[config.mk]
export PLATFORM = sky130hd
export DESIGN_NAME = rks_cell
export DESIGN_NICKNAME = d
export VERILOG_FILES = /design/src/design/rks_pkg.sv /design/src/design/rks_cell.sv
export SDC_FILE = /design/constraint.sdc
export NUM_CORES = 1
export LEC_CHECK = 0
export BUFFER_PORTS_ARGS = -buffer_cell sky130_fd_sc_hd__buf_2
export CAP_MARGIN = 20
export CELL_PAD_IN_SITES_DETAIL_PLACEMENT = 1
export CELL_PAD_IN_SITES_GLOBAL_PLACEMENT = 1
export CORE_ASPECT_RATIO = 0.5
export CORE_MARGIN = 2
export CORE_UTILIZATION = 26
export CTS_CLUSTER_DIAMETER = 50
export CTS_CLUSTER_SIZE = 10
export DETAILED_ROUTE_END_ITERATION = 8
export MAX_ROUTING_LAYER = met4
export PLACE_DENSITY_LB_ADDON = 0.25
export SLEW_MARGIN = 30
export SYNTH_ARGS = -nofsm -noshare
export SYNTH_HDL_FRONTEND = slang
export SYNTH_SLANG_ARGS = --single-unit
export TNS_END_PERCENT = 50
[constraint.sdc]
create_clock -name clk -period 5.3 [get_ports clk]
set_clock_uncertainty 0.1 [all_clocks]
set_input_delay 1.06 -clock clk [delete_from_list [all_inputs] [get_ports clk]]
set_output_delay 1.06 -clock clk [all_outputs]
set_load 0.02 [all_outputs]
[src/design/rks_pkg.sv]
// shared types and sizes for the record key sorter
// holds the record layout, cell operation codes and controller states
// no dependencies
package rks_pkg;

  localparam int DEPTH     = 64;
  localparam int KEY_BITS  = 17;
  localparam int TAG_BITS  = 16;
  localparam int CNT_BITS  = $clog2(DEPTH + 1);
  localparam int DATA_BITS = ((KEY_BITS + TAG_BITS + 7) / 8) * 8;

  typedef struct packed {
    logic                valid;
    logic [KEY_BITS-1:0] key;
    logic [TAG_BITS-1:0] tag;
  } record_t;

  typedef enum logic [1:0] {
    OP_HOLD,
    OP_INSERT,
    OP_SHIFT
  } cell_op_t;

  typedef enum logic {
    ST_LOAD,
    ST_EMIT
  } state_t;

endpackage

[src/design/rks_cell.sv]
// one cell of the sorting chain: holds a single record
// inserts in key order against the broadcast record, or shifts towards the output
// depends on rks_pkg
module rks_cell import rks_pkg::*; (
  input  logic     clk,
  input  logic     rst,
  input  cell_op_t op,
  input  record_t  in_rec,
  input  record_t  left_rec,
  input  logic     left_gt,
  input  record_t  right_rec,
  output record_t  rec,
  output logic     gt
);

  record_t rec_next;

  // empty cells count as larger than anything, equal keys stay put (stable order)
  assign gt = !rec.valid || (rec.key > in_rec.key);

  always_comb begin
    rec_next = rec;
    unique case (op)
      OP_INSERT: begin
        if (gt) begin
          if (left_gt) begin
            rec_next = left_rec;
          end else begin
            rec_next = in_rec;
          end
        end
      end
      OP_SHIFT: begin
        rec_next = right_rec;
      end
      OP_HOLD: begin
        rec_next = rec;
      end
      default: begin
        rec_next = rec;
      end
    endcase
  end

  // only the valid bit needs a reset, key and tag are ignored while it is low
  always_ff @(posedge clk) begin
    if (rst) begin
      rec.valid <= 1'b0;
    end else begin
      rec.valid <= rec_next.valid;
    end
    rec.key <= rec_next.key;
    rec.tag <= rec_next.tag;
  end

endmodule

==> results of run 1 <==
## worst min-delay path, stage by stage (launching register included)
cell and delay [ns]:
dfxtp_1 0.34, inv_1 0.08, a221oi_1 0.07, o21a_1 0.09
## cell usage in the layout (no fill, tap or decap), drive strengths merged
cell    instances
a211oi          1
a2111o          1
edfxtp         33
nand4           2
dfxtp           1
a22oi           1
nand2          37
nor2            3
ha             17
a21o            1
inv            19
nor3            1
and3            2
a21oi           5
mux2            1
and4            1
nor2b           1
bufinv          2
clkbuf          5
a221oi          1
clkinv          1
o21ai          35
nand3           2
a221o           2
a21boi          1
mux2i          34
buf           143
xnor2           1
o21a            1
## stage by stage
stage / power (mW) / utilization [%] / std cells / worst slack (ns) / area [um^2]
CTS: 0.976 / 40.0 / 467 / 1.20 / 3230
finish: 0.956 / 40.0 / 467 / 1.20 / 3230
floorplan: 0.484 / - / 215 / 1.14 / 2190
global placement: 0.578 / 37.3 / 458 / 1.25 / 3020
global route: 1.01 / 40.0 / 467 / 1.09 / 3230
detailed placement: 0.594 / 37.6 / 459 / 1.21 / 3040
## per-layer routing
metal	global-route usage [%]	up-vias
li1	-	1053
met1	16.8	958
met2	27.8	65
met3	3.73	6
met4	3.06	0
met5	-	-
## cell families after synthesis
family	synth area share, %
xor+xnor	0.401
flops	46.3
simple gates	9.39
fa+ha+maj	9.73
buf+inv	5.21
mux	16.1
compound gates	12.9
## power by group through the flow
stage,combinational (mW),sequential (mW),clock [mW]
3_3_place_gp,0.222,0.357,0
3_5_place_dp,0.236,0.358,0
6_report,0.232,0.351,0.373
5_1_grt,0.259,0.355,0.397
2_1_floorplan,0.0881,0.396,0
4_1_cts,0.237,0.352,0.387
## final cells by class
cell class	instances	area, um^2
tap	112	140
fill	965	4850
multi-input combinational	151	1080
inverter	19	71.3
sequential	34	1010
timing repair buffer	143	743
clock inverter	3	63.8
clock buffer	5	125
## worst min-delay path by stage
stage | start | slack (ns) | end | cells after the start
after CTS | rec[33] | 0.54 | rec[33] | 3
after global placement | rec[33] | 0.51 | rec[33] | 3
after global routing | rec[33] | 0.59 | rec[33] | 3
final | rec[33] | 0.53 | rec[33] | 3
after floorplan | rec[33] | 0.57 | rec[33] | 3
after detailed placement | rec[33] | 0.53 | rec[33] | 3
==> metrics.yaml, run 1 <==
outcome: "complete, no violations"
yosys_register_bits: 34
clock-sinks: 34
drive_above_1_share_pct: 43.1
drtPass1Iterations: 4
largest_reg_flops: 34
postCtsSetupRepairBufs: 0
fin_tns_setup_ns: 0
grt_max_degree: 67
worstMarginPinSlew_ns: 0.630
grt-ovfl-total: 0
synth.top_cell.area_share_pct: 45.3
syn_to_final_growth_pct: 48.0
routed_wl_mm: 6.49
crit_family: "compound AO/OA/AOI/OAI gates"
regToRegSetupSlack_ns: 2.59
cp_data_arrival_time_ns: 2.94
die_x_um: 134
regMostFlops: "rec"
path_class: "in2out"
setup_viol: 0
ys_seq_area_share_pct: 46.3
synth.area.top_cells: "edfxtp_1 (45%), mux2i_1 (16%), ha_1 (9.7%)"
yosys_warnings: 0
fin_hold_ws_ns: 0.534
r2r-start: "rec[27]"
met1Wirelength_mm: 2.82
timing.final.max_slew_violations: 0
internal-power_mw: 0.703
first_global_vias: 2253
grt_pass1_wl_mm: 10.5
cpPeakStageDelay_ns: 0.36
path_clk_slew_ns: 0.05
hold_buffers: 0
end_kind: "primary output"
crit_start: "in_rec[28]"
finalHoldViolations: 0
critPathMaxFanout: 3
layout.nets: 478
dieHeight_um: 68.8
cp.required_ns: 4.14
ant_nets: 0
cts_buffer_depth: 2
reg2reg_depth: 7
post_cts_resized: 0
syn_avg_cell_area_um2: 10.2
drt-wirelength-per-cell_um: 13.9
wl_met3_um: 323
clock_power_share_pct: 39.0
die-area_um2: 9200
antenna_cells: 0
period_needed_ns: 4.10
netSwitchingFraction_pct: 26.4
synth_common_cells: "nand2_1 (37), mux2i_1 (34), edfxtp_1 (33)"
worst_setup_path_start_kind: "input pin"
async_reset_ff_share_pct: 0
cp.depth: 9
r2r_end: "rec[24]"
yosys.cell_count.top_type: "nand2_1"
p_sw_mw: 0.253
track_usage_pct: 14.9
largest_registers: "rec (34)"
slew_headroom_pct: 57.9
start_util_pct: 27.0
worst-path-buf-inv: 3
ys.flop_type: "edfxtp_1"
grt_setup_unrepaired: "no"
min_path_type: "reg2reg"
crit_chain: "buf_2 > inv_1 > ha_1 > and3_1 > a221o_1 > a221o_1 > a22oi_2 > nand2_1 > buf_2"
pin_count: 142
peakVddDrop_v: 0.000138
numPortBuffers: 141
wl_met2_mm: 3.29
gp_congestion: 0.767
core_area_um2: 8090
cts_buffers: 5
rows: 23
synth_nets: 339
cts_max_level: 2
synth_largest_area_cell: "edfxtp_1"
critical-path-slowest-cell: "a221o_1"
vias: 2082
pwr-share-seq_pct: 36.7
leakage_nw: 1.61
drv_cap: 0
hpwl_mm: 5.24
ys_types: 29
fmaxAchievable_ghz: 0.244
synth_cells: 215
synth-edff-count: 33
cts_tree: "built"
cts-root-buf: "clkbuf_16"
power_density_nw_per_um2: 295
fin_crit_sh_pct: 77.3
antenna_found_initial: 0
insertion_delay_ns: 0.27
drtIter0Drc: 50
drc: 0
highest_layer: "met4"
vias_per_cell: 4.46
critPathCapture: "gt"
netlist_area_um2: 2190
combPwrFrac_pct: 24.3
Note: power is estimated with default switching activity, not from simulation.
==> run 2, diff against run 1 <==
==> constraint.sdc (replaced) <==
create_clock -name clk -period 3.9 [get_ports clk]
set_clock_uncertainty 0.1 [all_clocks]
set_input_delay 0.78 -clock clk [delete_from_list [all_inputs] [get_ports clk]]
set_output_delay 0.78 -clock clk [all_outputs]
set_load 0.02 [all_outputs]
==> metrics.yaml, run 2 (same netlist as run 1, synthesis figures left out) <==
drt-wirelength-per-cell_um: 13.6
regMostFlops: "rec"
grt_max_degree: 67
combPwrFrac_pct: 24.6
path_clk_slew_ns: 0.05
cts_max_level: 2
layout.nets: 480
cts-root-buf: "clkbuf_16"
cts_tree: "built"
dieHeight_um: 68.8
p_sw_mw: 0.343
busiest_layer: "met2"
cpPeakStageDelay_ns: 0.36
crit_chain: "buf_2 > inv_1 > ha_1 > and3_1 > a221o_1 > a221o_1 > a22oi_2 > nand2_1 > buf_2"
insertion_delay_ns: 0.28
layout_common_cells: "buf_2 (141), nand2_1 (37), mux2i_1 (34), edfxtp_1 (33), o21ai_0 (31)"
critical-path-slowest-cell: "a221o_1"
vias_per_cell: 4.41
met2_usage_pct: 25.1
drc: 0
grt.met3_usage_pct: 3.58
largest_registers: "rec (34)"
drtPass1Iterations: 4
end_kind: "primary output"
routed_wl_mm: 6.36
postCtsSetupRepairBufs: 0
min_from: "rec[33]"
cp_data_arrival_time_ns: 2.65
internal-power_mw: 0.906
ant_nets: 0
critPathMaxFanout: 3
final_common_cell: "buf_2"
period_needed_ns: 3.53
slew_headroom_pct: 62.5
die-area_um2: 9200
outcome: "complete, no violations"
pin_count: 142
first_global_vias: 2126
worstMarginPinSlew_ns: 0.563
vias: 2069
path_class: "in2out"
drive_above_1_share_pct: 43.4
start_util_pct: 27.0
grt-ovfl-total: 0
drtIter0Drc: 29
antenna_found_initial: 0
grt_pass1_wl_mm: 9.89
met1_usage_pct: 16.4
drv_cap: 0
fillers: 957
clock-sinks: 34
total_power_mw: 1.25
min_path_type: "reg2reg"
netSwitchingFraction_pct: 27.4
syn_to_final_growth_pct: 46.9
crit_family: "compound AO/OA/AOI/OAI gates"
cts_buffers: 5
finalHoldViolations: 0
leakage_nw: 1.60
die_x_um: 134
rows: 23
worst_setup_path_start_kind: "input pin"
fmaxAchievable_ghz: 0.283
fin_crit_sh_pct: 90.5
r2r-start: "rec[27]"
crit_start: "in_rec[28]"
setup_viol: 0
grt_setup_unrepaired: "no"
worst-path-buf-inv: 3
hold_buffers: 0
largest_reg_flops: 34
fin_tns_setup_ns: 0
clock_power_share_pct: 37.2
cts_buffer_depth: 2
antenna_cells: 0
whs_path_depth: 3
cp.required_ns: 3.02
track_usage_pct: 14.0
gp_congestion: 0.746
hpwl_mm: 5.23
core_area_um2: 8090
numPortBuffers: 141
pwr-share-seq_pct: 38.2
post_cts_resized: 0
reg2reg_depth: 7
cp.depth: 9
power_density_nw_per_um2: 389
timing.final.max_slew_violations: 0
peakVddDrop_v: 0.000181
-- run 2: cell types whose count changed in the layout (fill, tap and decap cells not counted) --
cell,before,now
clkinv_1,1,0
buf_16,1,0
buf_2,140,141
clkbuf_1,0,1
buf_4,2,4
clkbuf_8,0,1
bufinv_16,2,1
-- run 2: routing by layer --
layer | vias to the layer above | wire, um
met5 | - | 0
met4 | 0 | 47
met3 | 6 | 352
met2 | 60 | 3100
met1 | 948 | 2870
li1 | 1055 | -
-- run 2: per-stage QoR --
stage | instances | hold WS (ns) | setup WS, ns | cell area (um^2) | util [%]
3_5_place_dp | 461 | 0.518 | 0.349 | 3040 | 37.6
6_report | 469 | 0.520 | 0.372 | 3210 | 39.7
5_1_grt | 469 | 0.572 | 0.286 | 3210 | 39.7
4_1_cts | 469 | 0.529 | 0.346 | 3210 | 39.7
2_1_floorplan | 215 | 0.567 | 0.0228 | 2190 | -
3_3_place_gp | 461 | 0.507 | 0.408 | 3040 | 37.6
-- run 2: power by group through the flow --
stage               Sequential (mW)  Combinational, mW  Clock (mW)
floorplan                     0.538              0.120           0
global placement              0.483              0.305           0
detailed placement            0.486              0.313           0
CTS                           0.478              0.315       0.485
global route                  0.482              0.343       0.496
finish                        0.477              0.308       0.465
-- run 2: area by class of cell --
type,instances,area [um^2],area share [%]
multi-input cells,151,1080,33.6
flip-flops and latches,34,1010,31.5
repair buffers,145,736,22.9
clock buffers,7,143,4.44
well taps,112,140,4.36
inverters,19,71.3,2.22
clock inverters,1,30.0,0.935
-- run 2: worst min-delay path, cell delays in order, from the launching register on --
cell      delay [ns]
dfxtp_1         0.33
inv_1           0.08
a221oi_1        0.07
o21a_1          0.10
-- run 2: worst paths after layout --
kind	end	slack, ns
worst max register to register	rec[22]	1.26
worst min register to register	rec[33]	0.52
worst min-delay path	rec[33]	0.52
worst max-delay path	gt	0.37
==> run 3, diff against run 2 <==
--- a/config.mk
+++ b/config.mk
@@ -17,6 +17,7 @@
 export DETAILED_ROUTE_END_ITERATION = 8
 export MAX_ROUTING_LAYER = met4
 export PLACE_DENSITY_LB_ADDON = 0.25
+export RECOVER_POWER = 50
 export SLEW_MARGIN = 30
 export SYNTH_ARGS = -nofsm -noshare
 export SYNTH_HDL_FRONTEND = slang
==> constraint.sdc (replaced) <==
create_clock -name clk -period 3.9 [get_ports clk]
set_clock_uncertainty 0.1 [all_clocks]
set_input_delay 0.585 -clock clk [delete_from_list [all_inputs] [get_ports clk]]
set_output_delay 0.585 -clock clk [all_outputs]
set_load 0.02 [all_outputs]
==> metrics.yaml, run 3 (same netlist as run 1, synthesis figures left out) <==
min_from: "rst"
gp_congestion: 0.730
cts_buffers: 5
finalHoldViolations: 0
worst_setup_path_start_kind: "input pin"
largest_reg_flops: 34
die-area_um2: 9200
fmaxAchievable_ghz: 0.325
hold_buffers: 0
start_util_pct: 27.0
grt_setup_unrepaired: "no"
postCtsSetupRepairBufs: 0
rows: 23
first_global_vias: 2225
syn_to_final_growth_pct: 44.4
path_clk_slew_ns: 0.05
clock-sinks: 34
drt-wirelength-per-cell_um: 14.4
outcome: "complete, no violations"
r2r-start: "rec[28]"
drtIter0Drc: 42
leakage_nw: 1.50
core_area_um2: 8090
drv_cap: 0
routed_wl_mm: 6.74
layout_common_cells: "buf_2 (106), nand2_1 (37), clkbuf_1 (35), mux2i_1 (34), edfxtp_1 (33)"
insertion_delay_ns: 0.27
cts_max_level: 2
fin_crit_sh_pct: 79.0
antenna_cells: 0
fillers: 962
end_kind: "primary output"
power_density_nw_per_um2: 389
drive_above_1_share_pct: 33.4
grt_max_degree: 67
dieHeight_um: 68.8
drc: 0
worstMarginPinSlew_ns: 0.661
cp_data_arrival_time_ns: 2.40
cts-root-buf: "clkbuf_16"
numPortBuffers: 141
track_usage_pct: 15.0
setup_viol: 0
hpwl_mm: 5.40
vias_per_cell: 4.49
min_path_type: "in2reg"
slew_headroom_pct: 55.9
grt-ovfl-total: 0
layout.nets: 479
cts_buffer_depth: 2
drtPass1Iterations: 4
path_class: "in2out"
pin_count: 142
post_cts_resized: 0
period_needed_ns: 3.08
cp.required_ns: 3.21
vias: 2100
ant_nets: 0
timing.final.max_slew_violations: 0
antenna_found_initial: 0
peakVddDrop_v: 0.000218
largest_registers: "rec (34)"
final_cells: 468
die_x_um: 134
final_common_cell: "buf_2"
critPathMaxFanout: 3
dp_cells: 460
fin_tns_setup_ns: 0
regMostFlops: "rec"
cts_tree: "built"
crit_start: "in_rec[28]"
grt_pass1_wl_mm: 10.4
==> run 3: metal layers <==
layer | track usage, % | wire, um | vias up
met5 | - | 0 | -
met4 | 3.72 | 51 | 0
met3 | 2.85 | 293 | 4
met2 | 28.0 | 3460 | 59
met1 | 17.2 | 2930 | 980
li1 | - | - | 1057
==> run 3: final cells by class <==
class                           instances  area, um^2  share of cell area (%)
Tap cell                              112         140                    4.44
Inverter                               19        71.3                    2.26
Timing Repair Buffer                  144         697                    22.1
Multi-Input combinational cell        151        1070                    34.0
Clock buffer                            5         125                    3.96
Sequential cell                        34        1010                    32.0
Clock inverter                          3        40.0                    1.27
==> run 3: critical path, cell delays in order <==
cell     delay [ns]
buf_2          0.09
inv_1          0.04
ha_1           0.30
and3_1         0.20
a221o_1        0.30
a221o_1        0.35
a22oi_2        0.28
nand2_1        0.08
buf_2          0.17
==> run 3: path summary, 6_finish.rpt <==
kind	end	slack [ns]	cells past startpoint
worst min register to register	rec[33]	0.54	3
worst max register to register	rec[22]	1.26	7
worst max-delay path	gt	0.82	9
worst min-delay path	rec[33]	0.47	3
==> run 3: metrics by stage <==
stage               hold WS [ns]  utilization, %  cell area, um^2  worst slack [ns]  power, mW
detailed placement         0.533            37.6             3040             0.797      0.805
finish                     0.471            39.0             3160             0.819       1.23
floorplan                  0.567               -             2190             0.218      0.658
global route               0.471            39.0             3160             0.741       1.30
global placement           0.495            37.6             3040             0.810      0.791
CTS                        0.466            39.7             3210             0.791       1.26
==> run 3: report_power, final <==
part | leakage (nW) | switching, mW | total, mW | internal [mW]
clock network | 0.0836 | 0.150 | 0.449 | 0.299
logic | 1.08 | 0.183 | 0.301 | 0.119
registers | 0.332 | 0.0195 | 0.479 | 0.459
