### config.mk
export PLATFORM = sky130hd
export DESIGN_NAME = rks_ctrl
export DESIGN_NICKNAME = d
export VERILOG_FILES = /design/src/design/rks_pkg.sv /design/src/design/rks_ctrl.sv
export SDC_FILE = /design/constraint.sdc
export NUM_CORES = 1
export LEC_CHECK = 0
export BUFFER_PORTS_ARGS = -buffer_cell sky130_fd_sc_hd__buf_2
export CELL_PAD_IN_SITES_DETAIL_PLACEMENT = 1
export CELL_PAD_IN_SITES_GLOBAL_PLACEMENT = 2
export CORE_MARGIN = 1.5
export CORE_UTILIZATION = 33
export CTS_CLUSTER_DIAMETER = 80
export DETAILED_ROUTE_END_ITERATION = 8
export HOLD_SLACK_MARGIN = 0.12
export PLACE_DENSITY_LB_ADDON = 0.1
export SETUP_SLACK_MARGIN = 0.2
export SKIP_CTS_REPAIR_TIMING = 1
export SLEW_MARGIN = 10
export SYNTH_ARGS = -nofsm -noshare
export SYNTH_HDL_FRONTEND = slang
export SYNTH_SLANG_ARGS = --single-unit
### constraint.sdc
create_clock -name clk -period 2.15 [get_ports clk]
set_clock_uncertainty 0.05 [all_clocks]
set_input_delay 0.43 -clock clk [delete_from_list [all_inputs] [get_ports clk]]
set_output_delay 0.43 -clock clk [all_outputs]
set_load 0.01 [all_outputs]
### src/design/rks_pkg.sv
// shared types and sizes for the record key sorter
// holds the record layout, cell operation codes and controller states
// no dependencies
package rks_pkg;

  localparam int DEPTH     = 64;
  localparam int KEY_BITS  = 17;
  localparam int TAG_BITS  = 16;
  localparam int CNT_BITS  = $clog2(DEPTH + 1);
  localparam int DATA_BITS = ((KEY_BITS + TAG_BITS + 7) / 8) * 8;

  typedef struct packed {
    logic                valid;
    logic [KEY_BITS-1:0] key;
    logic [TAG_BITS-1:0] tag;
  } record_t;

  typedef enum logic [1:0] {
    OP_HOLD,
    OP_INSERT,
    OP_SHIFT
  } cell_op_t;

  typedef enum logic {
    ST_LOAD,
    ST_EMIT
  } state_t;

endpackage

### src/design/rks_ctrl.sv
// run controller: counts kept records, tracks drops and paces the emit phase
// drives the operation code shared by every cell of the chain
// depends on rks_pkg
module rks_ctrl import rks_pkg::*; (
  input  logic     clk,
  input  logic     rst,
  input  logic     s_tvalid,
  input  logic     s_tlast,
  output logic     s_tready,
  output logic     m_tvalid,
  input  logic     m_tready,
  output logic     m_tlast,
  output logic     overflow,
  output cell_op_t op
);

  state_t              state, state_next;
  logic [CNT_BITS-1:0] count, count_next;
  logic [CNT_BITS-1:0] remain, remain_next;
  logic                dropped, dropped_next;
  logic                room;

  assign room     = count < CNT_BITS'(DEPTH);
  assign overflow = dropped;
  assign m_tlast  = remain == CNT_BITS'(1);

  always_ff @(posedge clk) begin
    if (rst) begin
      state   <= ST_LOAD;
      count   <= '0;
      remain  <= '0;
      dropped <= 1'b0;
    end else begin
      state   <= state_next;
      count   <= count_next;
      remain  <= remain_next;
      dropped <= dropped_next;
    end
  end

  always_comb begin
    state_next   = state;
    count_next   = count;
    remain_next  = remain;
    dropped_next = dropped;
    op           = OP_HOLD;
    s_tready     = 1'b0;
    m_tvalid     = 1'b0;
    unique case (state)
      ST_LOAD: begin
        s_tready = 1'b1;
        if (s_tvalid) begin
          if (room) begin
            op         = OP_INSERT;
            count_next = count + 1'b1;
          end else begin
            dropped_next = 1'b1;
          end
          if (s_tlast) begin
            state_next  = ST_EMIT;
            remain_next = count_next;
            count_next  = '0;
          end
        end
      end
      ST_EMIT: begin
        m_tvalid = 1'b1;
        if (m_tready) begin
          op          = OP_SHIFT;
          remain_next = remain - 1'b1;
          if (m_tlast) begin
            state_next   = ST_LOAD;
            dropped_next = 1'b0;
          end
        end
      end
      default: begin
        state_next = ST_LOAD;
      end
    endcase
  end

endmodule

==> results.py, run 1 <==
metrics = {
    "worst_setup_path": {
        "reg2reg_slack_ps": 370,
        "crit_family": "flip-flops",
        "crit_slowest_cell": "dfxtp_2",
        "worstPathBufferInverterCount": 2,
        "worstSetupEndpointType": "output port",
        "critPathKind": "register to output port",
        "critPathMaxStageDelay_ps": 360,
        "worstSetupStartpointType": "register",
        "critPathRequiredTime_ps": 1670,
        "crit_chain": "inv_1, ha_1, nor2b_2, and3_1, buf_2",
        "crit_arrival_ps": 1350,
        "crit_path_max_fanout": 4,
    },
    "finish": {
        "multi_input_area_um2": 599,
        "seqCellArea_um2": 323,
        "fillers": 352,
        "postLayoutCoreUtil_pct": 38.6,
        "layout.nets": 142,
        "drive_gt1_share_pct": 16.7,
        "insertedDiodeCount": 0,
        "synthToLayoutAreaGrowth_pct": 10.8,
    },
    "sta": {
        "hold_viol_final": 0,
        "period_needed_ps": 1830,
        "max_freq_ghz": 0.546,
        "slew-limit-headroom_pct": 76.5,
        "worst_pin_slew_ps": 353,
        "finalMaxSlewViolations": 0,
        "min_period_over_period_pct": 85.1,
        "final.setup.tns_ps": 0,
        "grt_setup_unrepaired": "no",
        "setup_viol": 0,
    },
    "clock_network": {
        "numCtsBuffers": 3,
        "htreeDepth": 1,
        "cts.path.max_buffers": 2,
        "cts_tree": "built",
        "root_buffer": "clkbuf_4",
        "clk-insertion-delay-late_ps": 290,
        "clkTransAtPathRegs_ps": 90,
        "clock_sinks": 16,
    },
    "power": {
        "ir_worst_vdd_mv": 0.298,
        "p_leak_nw": 0.398,
        "power.density_mw_per_mm2": 557,
    },
    "global_routing": {
        "grtUsageTotal_pct": 17.5,
        "grt_antenna_before_repair": 0,
        "first_global_vias": 885,
        "grt_max_degree": 20,
        "gr-total-overflow": 0,
        "grt_pass1_wl_um": 4370,
    },
    "synthesis": {
        "yosysUniqueCellTypes": 44,
        "synth_fa_ha_area_share_pct": 3.87,
        "synth_top_family_by_area": "simple AND/OR/NAND/NOR gates",
        "synth_xor_area_share_pct": 2.71,
        "yosys.area_share.simple_pct": 29.3,
        "syn_area_um2": 970,
        "synth_nets": 131,
        "ys_ff_latch": 16,
        "syn_avg_cell_area_um2": 7.88,
        "synthFlopType": "dfxtp_1",
        "synth_mux_area_share_pct": 3.35,
        "yosys_warnings": 0,
        "yosysSeqAreaShare_pct": 33.0,
        "async_flop_share_pct": 0,
        "postSynthCellCount": 123,
        "synth_compound_area_share_pct": 22.3,
        "synth_edf_count": 0,
    },
    "route": {
        "finalWirelength_um": 2580,
        "detail_route.wl_per_cell_um": 15.8,
        "drt-initial-drc-count": 19,
        "post_drt_via_cell_ratio": 5.52,
        "drt-pass1-iter-count": 4,
        "drc_errors": 0,
        "dr_total_vias": 900,
        "postRouteAntennaNets": 0,
    },
    "place": {
        "portBuffers": 10,
        "place_congestion": 0.801,
        "dp_hpwl_um": 1940,
    },
    "run_status": {
        "status": "complete, no violations",
    },
    "floorplan": {
        "die_w_um": 57.2,
        "start_util_pct": 34.9,
        "io_pins": 11,
        "core_area_mm2": 0.00278,
        "die_area_mm2": 0.00327,
        "fp.dieH_um": 57.2,
        "rows": 19,
    },
    "worst_hold_path": {
        "hp-class": "register to register",
    },
    "job": {
        "maxCapViolCount": 0,
    },
}
-- worst reg2reg max path, delay by kind of cell (launching register included) --
family                     cells  cell delay (ps)
and+or+nand+nor                1              400
buffers and inverters          1               80
DFF                            1              350
adders and majority gates      1              220
AOI/OAI and AO/OA              3              570
-- layout by cell type, fill, tap and decap left out, types with 3 or more instances in the layout --
| master | instances |
|---|---|
| nand2_1 | 14 |
| dfxtp_1 | 14 |
| nor2_1 | 13 |
| buf_2 | 10 |
| a21oi_1 | 7 |
| inv_1 | 5 |
| nor2b_1 | 5 |
| o21ai_0 | 4 |
| a22oi_1 | 4 |
| a31oi_1 | 3 |
| nand3_1 | 3 |
| ha_1 | 3 |
| clkbuf_4 | 3 |
| buf_4 | 3 |
-- cell usage after synthesis, drive strengths merged (2+ instances only) --
cell	count	share of area, %
a31oi	3	1.9
nor2b	6	3.9
o211ai	2	1.5
ha	3	3.9
a22oi	4	3.1
clkbuf	3	1.2
o21ai	4	2.1
nand2b	2	1.3
nand3b	2	1.5
mux2	2	2.3
inv	5	1.9
nand2	14	5.4
xnor2	2	1.8
nor3	2	1.0
o31ai	2	1.5
nand4	2	1.3
nand3	4	2.6
a21oi	7	3.6
buf	4	2.3
dfxtp	16	33
nor2	13	5.0
-- layout make-up --
cell class | count | area share (%)
multi-input cells | 95 | 55.8
flip-flops and latches | 16 | 30.0
repair buffers | 13 | 6.75
well taps | 31 | 3.61
clock buffers | 3 | 2.10
inverters | 5 | 1.75
-- registers in the layout (all words and copies together), names as in the netlist --
register and count:
overflow 1, remain 7, count 7, state 1
-- layer usage --
metal / routed length [µm] / share of wire [%] / track usage [%]
met5: 0 / 0 / 0
met4: 23 / 0.89 / 4.98
met3: 79 / 3.1 / 4.31
met2: 1140 / 44 / 25.9
met1: 1340 / 52 / 25.2
-- final timing paths --
kind / depth (start not counted) / end / from
worst max register to register: 6 / remain[6]$_SDFFE_PP0P_ / remain[1]$_SDFFE_PP0P_
worst max-delay path: 5 / m_tlast / remain[1]$_SDFFE_PP0P_
worst min register to register: 2 / remain[1]$_SDFFE_PP0P_ / remain[1]$_SDFFE_PP0P_
worst min-delay path: 2 / remain[1]$_SDFFE_PP0P_ / remain[1]$_SDFFE_PP0P_
-- per-stage QoR --
step | hold WS, ps | total power, W | worst slack (ps) | instance area (µm²) | std cells
floorplan | 406 | 0.000403 | 504 | 970 | 123
global placement | 422 | 0.000440 | 427 | 1050 | 160
detailed placement | 435 | 0.000442 | 356 | 1050 | 160
CTS | 449 | 0.000610 | 278 | 1070 | 163
global route | 455 | 0.000641 | 205 | 1070 | 163
finish | 435 | 0.000599 | 319 | 1070 | 163
-- where the power goes --
part / leakage, nW / total, W / switching (W) / internal (W)
combinational: 0.254 / 0.000118 / 0.0000713 / 0.0000465
clock: 0.0138 / 0.000163 / 0.0000975 / 0.0000650
sequential: 0.131 / 0.000319 / 0.0000122 / 0.000306
total: 0.398 / 0.000599 / 0.000181 / 0.000418
-- cells by family after synthesis --
group | count (synthesis)
AO/OA/AOI/OAI | 32
AND/OR/NAND/NOR | 54
flip-flops | 16
multiplexers | 3
XOR/XNOR | 3
adder cells (fa/ha/maj) | 3
buffers and inverters | 12
No activity file was read; power rests on OpenSTA's default activity.
==> run 2: changes to the inputs <==
--- a/config.mk
+++ b/config.mk
@@ -13,7 +13,7 @@
 export CTS_CLUSTER_DIAMETER = 80
 export DETAILED_ROUTE_END_ITERATION = 8
 export HOLD_SLACK_MARGIN = 0.12
-export PLACE_DENSITY_LB_ADDON = 0.1
+export PLACE_DENSITY_LB_ADDON = 0.3
 export SETUP_SLACK_MARGIN = 0.2
 export SKIP_CTS_REPAIR_TIMING = 1
 export SLEW_MARGIN = 10
==> constraint.sdc (replaced) <==
create_clock -name clk -period 2.15 [get_ports clk]
set_clock_uncertainty 0.05 [all_clocks]
set_input_delay 0.43 -clock clk [delete_from_list [all_inputs] [get_ports clk]]
set_output_delay 0.43 -clock clk [all_outputs]
set_load 0.005 [all_outputs]
==> results.py, run 2 (synthesis results as in run 1) <==
metrics = {
    "route": {
        "met3_length_um": 86,
        "dr.max_layer_used": "met4",
        "drt-met1-wl_um": 1300,
        "drt-initial-drc-count": 23,
        "drc_errors": 0,
        "dr_total_vias": 929,
        "post_drt_via_cell_ratio": 5.73,
        "finalWirelength_um": 2580,
        "met2_length_um": 1130,
        "postRouteAntennaNets": 0,
        "detail_route.wl_per_cell_um": 15.9,
        "drt-pass1-iter-count": 4,
    },
    "worst_setup_path": {
        "critPathKind": "register to output port",
        "critPathRequiredTime_ps": 1670,
        "reg2reg_slack_ps": 360,
        "crit_path_max_fanout": 4,
        "worstSetupStartpointType": "register",
        "worstSetupEndpointType": "output port",
        "rr_worst_depth": 6,
        "crit_arrival_ps": 1380,
    },
    "clock_network": {
        "clkTransAtPathRegs_ps": 100,
        "numCtsBuffers": 3,
        "clk-insertion-delay-late_ps": 300,
        "cts_tree": "built",
        "htreeDepth": 1,
        "cts.path.max_buffers": 2,
        "clock_sinks": 16,
        "root_buffer": "clkbuf_4",
    },
    "finish": {
        "final_cell_mix": "dfxtp_1 (15), nand2_1 (14), nor2_1 (13)",
        "fillers": 344,
        "layout.nets": 140,
        "insertedDiodeCount": 0,
        "drive_gt1_share_pct": 14.5,
        "instances_no_fill": 162,
        "multi_input_area_um2": 597,
        "biggestRegsByFlops": "count: 7 flops, remain: 7 flops",
        "layout_commonest_cell": "dfxtp_1",
        "postLayoutCoreUtil_pct": 38.5,
        "seqCellArea_um2": 322,
        "synthToLayoutAreaGrowth_pct": 10.3,
    },
    "global_routing": {
        "first_global_vias": 889,
        "grt_pass1_wl_um": 4190,
        "grt_antenna_before_repair": 0,
        "gr-total-overflow": 0,
        "grt_max_degree": 20,
        "grtUsageTotal_pct": 16.8,
    },
    "sta": {
        "finalMaxSlewViolations": 0,
        "worst_pin_slew_ps": 470,
        "setup_viol": 0,
        "slew-limit-headroom_pct": 68.6,
        "min_period_over_period_pct": 86.5,
        "final.setup.tns_ps": 0,
        "period_needed_ps": 1860,
        "grt_setup_unrepaired": "no",
        "hold_viol_final": 0,
        "max_freq_ghz": 0.538,
    },
    "place": {
        "dp_hpwl_um": 1880,
        "place_congestion": 0.796,
        "dp.cells": 158,
        "portBuffers": 10,
    },
    "power": {
        "ir_worst_vdd_mv": 0.290,
        "power.density_mw_per_mm2": 599,
        "p_total_w": 0.000641,
        "p_leak_nw": 0.395,
    },
    "worst_hold_path": {
        "hold_depth": 2,
        "hp-class": "register to register",
    },
    "floorplan": {
        "io_pins": 11,
        "die_w_um": 57.2,
        "core_area_mm2": 0.00278,
        "fp.dieH_um": 57.2,
        "start_util_pct": 34.9,
        "rows": 19,
        "die_area_mm2": 0.00327,
    },
    "job": {
        "maxCapViolCount": 0,
    },
    "run_status": {
        "status": "complete, no violations",
    },
}
run 2: cell types whose count changed in the layout (fill, tap and decap cells not counted):
cell / delta
dfxtp_1: +1
buf_4: -2
clkbuf_8: +1
nor2b_1: +1
dfxtp_2: -1
nor2b_2: -1
run 2: worst paths after layout:
kind	startpoint	endpoint
worst min register to register	remain[1]$_SDFFE_PP0P_	remain[1]$_SDFFE_PP0P_
worst max-delay path	remain[1]$_SDFFE_PP0P_	m_tlast
worst min-delay path	remain[1]$_SDFFE_PP0P_	remain[1]$_SDFFE_PP0P_
worst max register to register	remain[0]$_SDFFE_PP0P_	remain[6]$_SDFFE_PP0P_
run 2: stage by stage:
step / hold slack (ps) / cell area, µm² / setup slack, ps
2_1_floorplan: 406 / 970 / 504
3_3_place_gp: 422 / 1030 / 436
3_5_place_dp: 440 / 1030 / 369
5_1_grt: 468 / 1070 / 223
6_report: 452 / 1070 / 290
4_1_cts: 452 / 1070 / 118
run 2: cell type report:
| cell class | count | area share, % |
|---|---|---|
| Timing Repair Buffer | 11 | 5.38 |
| Multi-Input combinational cell | 95 | 55.8 |
| Sequential cell | 16 | 30.1 |
| Clock buffer | 4 | 3.39 |
| Tap cell | 31 | 3.63 |
| Inverter | 5 | 1.75 |
run 2: worst max-delay path, stage by stage, from the launching register on:
cell,delay [ps]
dfxtp_1,380
inv_1,80
ha_1,190
nor2b_1,140
and3_1,160
buf_2,130
run 2: per-layer routing:
| metal | GRT usage (%) | up-vias |
|---|---|---|
| met5 | 0 | - |
| met2 | 25.0 | 17 |
| met4 | 9.30 | 0 |
| met1 | 23.5 | 442 |
| li1 | - | 464 |
| met3 | 2.27 | 6 |
run 2: power by group:
part           switching [W]  total, W  internal, W
clock               0.000108  0.000212     0.000103
combinational      0.0000651  0.000109    0.0000437
sequential         0.0000146  0.000321     0.000306
==> run 3: changes to the inputs <==
--- a/config.mk
+++ b/config.mk
@@ -5,17 +5,19 @@
 export SDC_FILE = /design/constraint.sdc
 export NUM_CORES = 1
 export LEC_CHECK = 0
+export ABC_AREA = 1
 export BUFFER_PORTS_ARGS = -buffer_cell sky130_fd_sc_hd__buf_2
 export CELL_PAD_IN_SITES_DETAIL_PLACEMENT = 1
 export CELL_PAD_IN_SITES_GLOBAL_PLACEMENT = 2
 export CORE_MARGIN = 1.5
-export CORE_UTILIZATION = 33
+export CORE_UTILIZATION = 31
 export CTS_CLUSTER_DIAMETER = 80
 export DETAILED_ROUTE_END_ITERATION = 8
 export HOLD_SLACK_MARGIN = 0.12
 export PLACE_DENSITY_LB_ADDON = 0.3
 export SETUP_SLACK_MARGIN = 0.2
 export SKIP_CTS_REPAIR_TIMING = 1
+export SKIP_LAST_GASP = 1
 export SLEW_MARGIN = 10
 export SYNTH_ARGS = -nofsm -noshare
 export SYNTH_HDL_FRONTEND = slang
==> results.py, run 3 <==
metrics = {
    "run_status": {
        "status": "complete, no violations",
    },
    "finish": {
        "layout.nets": 164,
        "instances_no_fill": 198,
        "fillers": 406,
        "biggestRegsByFlops": "count: 7 flops, remain: 7 flops",
        "drive_gt1_share_pct": 14.3,
        "synthToLayoutAreaGrowth_pct": 10.2,
        "insertedDiodeCount": 0,
        "layout_commonest_cell": "nand2_1",
        "final_cell_mix": "nand2_1 (46), inv_1 (16), a21oi_1 (16)",
    },
    "worst_setup_path": {
        "reg2reg_slack_ps": 710,
        "r2r_start": "count[1]$_SDFFE_PP0P_",
        "crit_arrival_ps": 1330,
        "crit_start": "remain[2]$_SDFFE_PP0P_",
        "crit_path_max_fanout": 4,
        "worstSetupEndpointType": "output port",
        "worstSetupStartpointType": "register",
        "critPathRequiredTime_ps": 1670,
        "critPathKind": "register to output port",
    },
    "synthesis": {
        "async_flop_share_pct": 0,
        "synth_commonest_cells": "nand2_1 (46), a21oi_1 (16), dfxtp_1 (16), inv_1 (16), nor2_1 (11)",
        "synth_area_leaders": "dfxtp_1 (33%), nand2_1 (18%), a21oi_1 (8.2%), inv_1 (6.1%), nor2_1 (4.2%)",
        "ys_ff_latch": 16,
        "yosysSeqAreaShare_pct": 32.6,
        "syn_area_um2": 982,
        "yosys.area.top_type": "dfxtp_1",
        "yosysUniqueCellTypes": 24,
        "synth_edf_count": 0,
        "syn_avg_cell_area_um2": 6.77,
        "netlist.area_leader.share_pct": 32.6,
        "yosys_warnings": 0,
        "synth_nets": 153,
        "synthFlopType": "dfxtp_1",
        "postSynthCellCount": 145,
        "synth_most_common_cell": "nand2_1",
    },
    "route": {
        "drc_errors": 0,
        "finalWirelength_um": 2470,
        "drt-initial-drc-count": 21,
        "dr_total_vias": 924,
        "drt-pass1-iter-count": 4,
        "detail_route.wl_per_cell_um": 12.5,
        "post_drt_via_cell_ratio": 4.67,
        "postRouteAntennaNets": 0,
    },
    "global_routing": {
        "grtUsageTotal_pct": 16.2,
        "grt_antenna_before_repair": 0,
        "gr-total-overflow": 0,
        "grt_pass1_wl_um": 4300,
        "grt_max_degree": 12,
        "first_global_vias": 933,
    },
    "sta": {
        "max_freq_ghz": 0.554,
        "period_needed_ps": 1810,
        "min_period_over_period_pct": 84.0,
        "slew-limit-headroom_pct": 71.6,
        "hold-worst-slack_ps": 357,
        "final.setup.tns_ps": 0,
        "setup_viol": 0,
        "hold_viol_final": 0,
        "grt_setup_unrepaired": "yes",
        "finalMaxSlewViolations": 0,
        "worst_pin_slew_ps": 425,
    },
    "clock_network": {
        "numCtsBuffers": 3,
        "cts_tree": "built",
        "htreeDepth": 1,
        "clock_sinks": 16,
        "cts.path.max_buffers": 2,
        "clkTransAtPathRegs_ps": 100,
        "clk-insertion-delay-late_ps": 290,
        "root_buffer": "clkbuf_4",
    },
    "place": {
        "dp_hpwl_um": 1900,
        "place_congestion": 0.821,
        "dp.cells": 195,
        "portBuffers": 10,
    },
    "floorplan": {
        "fp.dieH_um": 59.3,
        "die_area_mm2": 0.00352,
        "start_util_pct": 32.4,
        "io_pins": 11,
        "rows": 20,
        "die_w_um": 59.3,
        "core_area_mm2": 0.00303,
    },
    "power": {
        "p_leak_nw": 0.488,
        "power.density_mw_per_mm2": 594,
        "ir_worst_vdd_mv": 0.224,
    },
    "worst_hold_path": {
        "worstHoldStart": "m_tready",
        "hp-class": "primary input to register",
    },
    "job": {
        "maxCapViolCount": 0,
    },
}
==> run 3: cell count changes after synthesis, sizes merged, moves of 3 or more <==
| cell | previous run | this run |
|---|---|---|
| a21oi | 7 | 16 |
| a22oi | 4 | 0 |
| a31oi | 3 | 0 |
| inv | 5 | 18 |
| nand2 | 14 | 49 |
| nand3 | 4 | 8 |
| nor2b | 6 | 0 |
| o21ai | 4 | 11 |
==> run 3: through the flow <==
step                      total power (W)  worst slack [ps]  util (%)  area, µm²
after floorplan                  0.000447               885         -        982
after global placement           0.000481               547      34.9       1060
after detailed placement         0.000483               556      34.9       1060
after CTS                        0.000654               276      35.6       1080
after global routing             0.000690               180      35.7       1080
final                            0.000643               344      35.7       1080
==> run 3: final timing paths <==
check,end,cells past startpoint
setup / recovery,m_tlast,6
hold / removal,state$_SDFF_PP0_,4
setup reg to reg,remain[4]$_SDFFE_PP0P_,8
hold reg to reg,overflow$_SDFFE_PP0P_,2
==> run 3: per-layer routing <==
metal | share of wire (%) | wire, µm | track usage [%] | vias to the layer above
met5 | 0 | 0 | 0 | -
met3 | 2.1 | 53 | 3.93 | 2
met4 | 0.53 | 13 | 3.25 | 0
met1 | 48 | 1190 | 20.8 | 435
li1 | - | - | - | 482
met2 | 49 | 1210 | 27.5 | 5
==> run 3: layout make-up <==
cell class	count	area (µm²)	share of cell area, %
Multi-Input combinational cell	107	553	51.1
Sequential cell	16	322	29.7
Inverter	18	80.1	7.40
Tap cell	44	55.1	5.09
Timing Repair Buffer	10	50.0	4.62
Clock buffer	3	22.5	2.08
==> run 3: critical path: stages, from the launching register on <==
cell	delay [ps]
dfxtp_1	340
inv_1	120
nand2_1	80
nor2_2	170
nand3_1	120
inv_1	80
buf_2	110
==> run 3: kinds of logic after synthesis <==
kind of cell	count (synthesis)	synth area share (%)
fa+ha+maj	3	3.82
compound gates	30	17.3
simple gates	70	31.3
buf+inv	22	11.3
xor+xnor	4	3.57
flops	16	32.6
==> run 3: power by group <==
| group | internal [W] | switching (W) |
|---|---|---|
| sequential | 0.000311 | 0.0000175 |
| combinational | 0.0000542 | 0.0000940 |
| clock | 0.0000652 | 0.000101 |
| total | 0.000430 | 0.000213 |
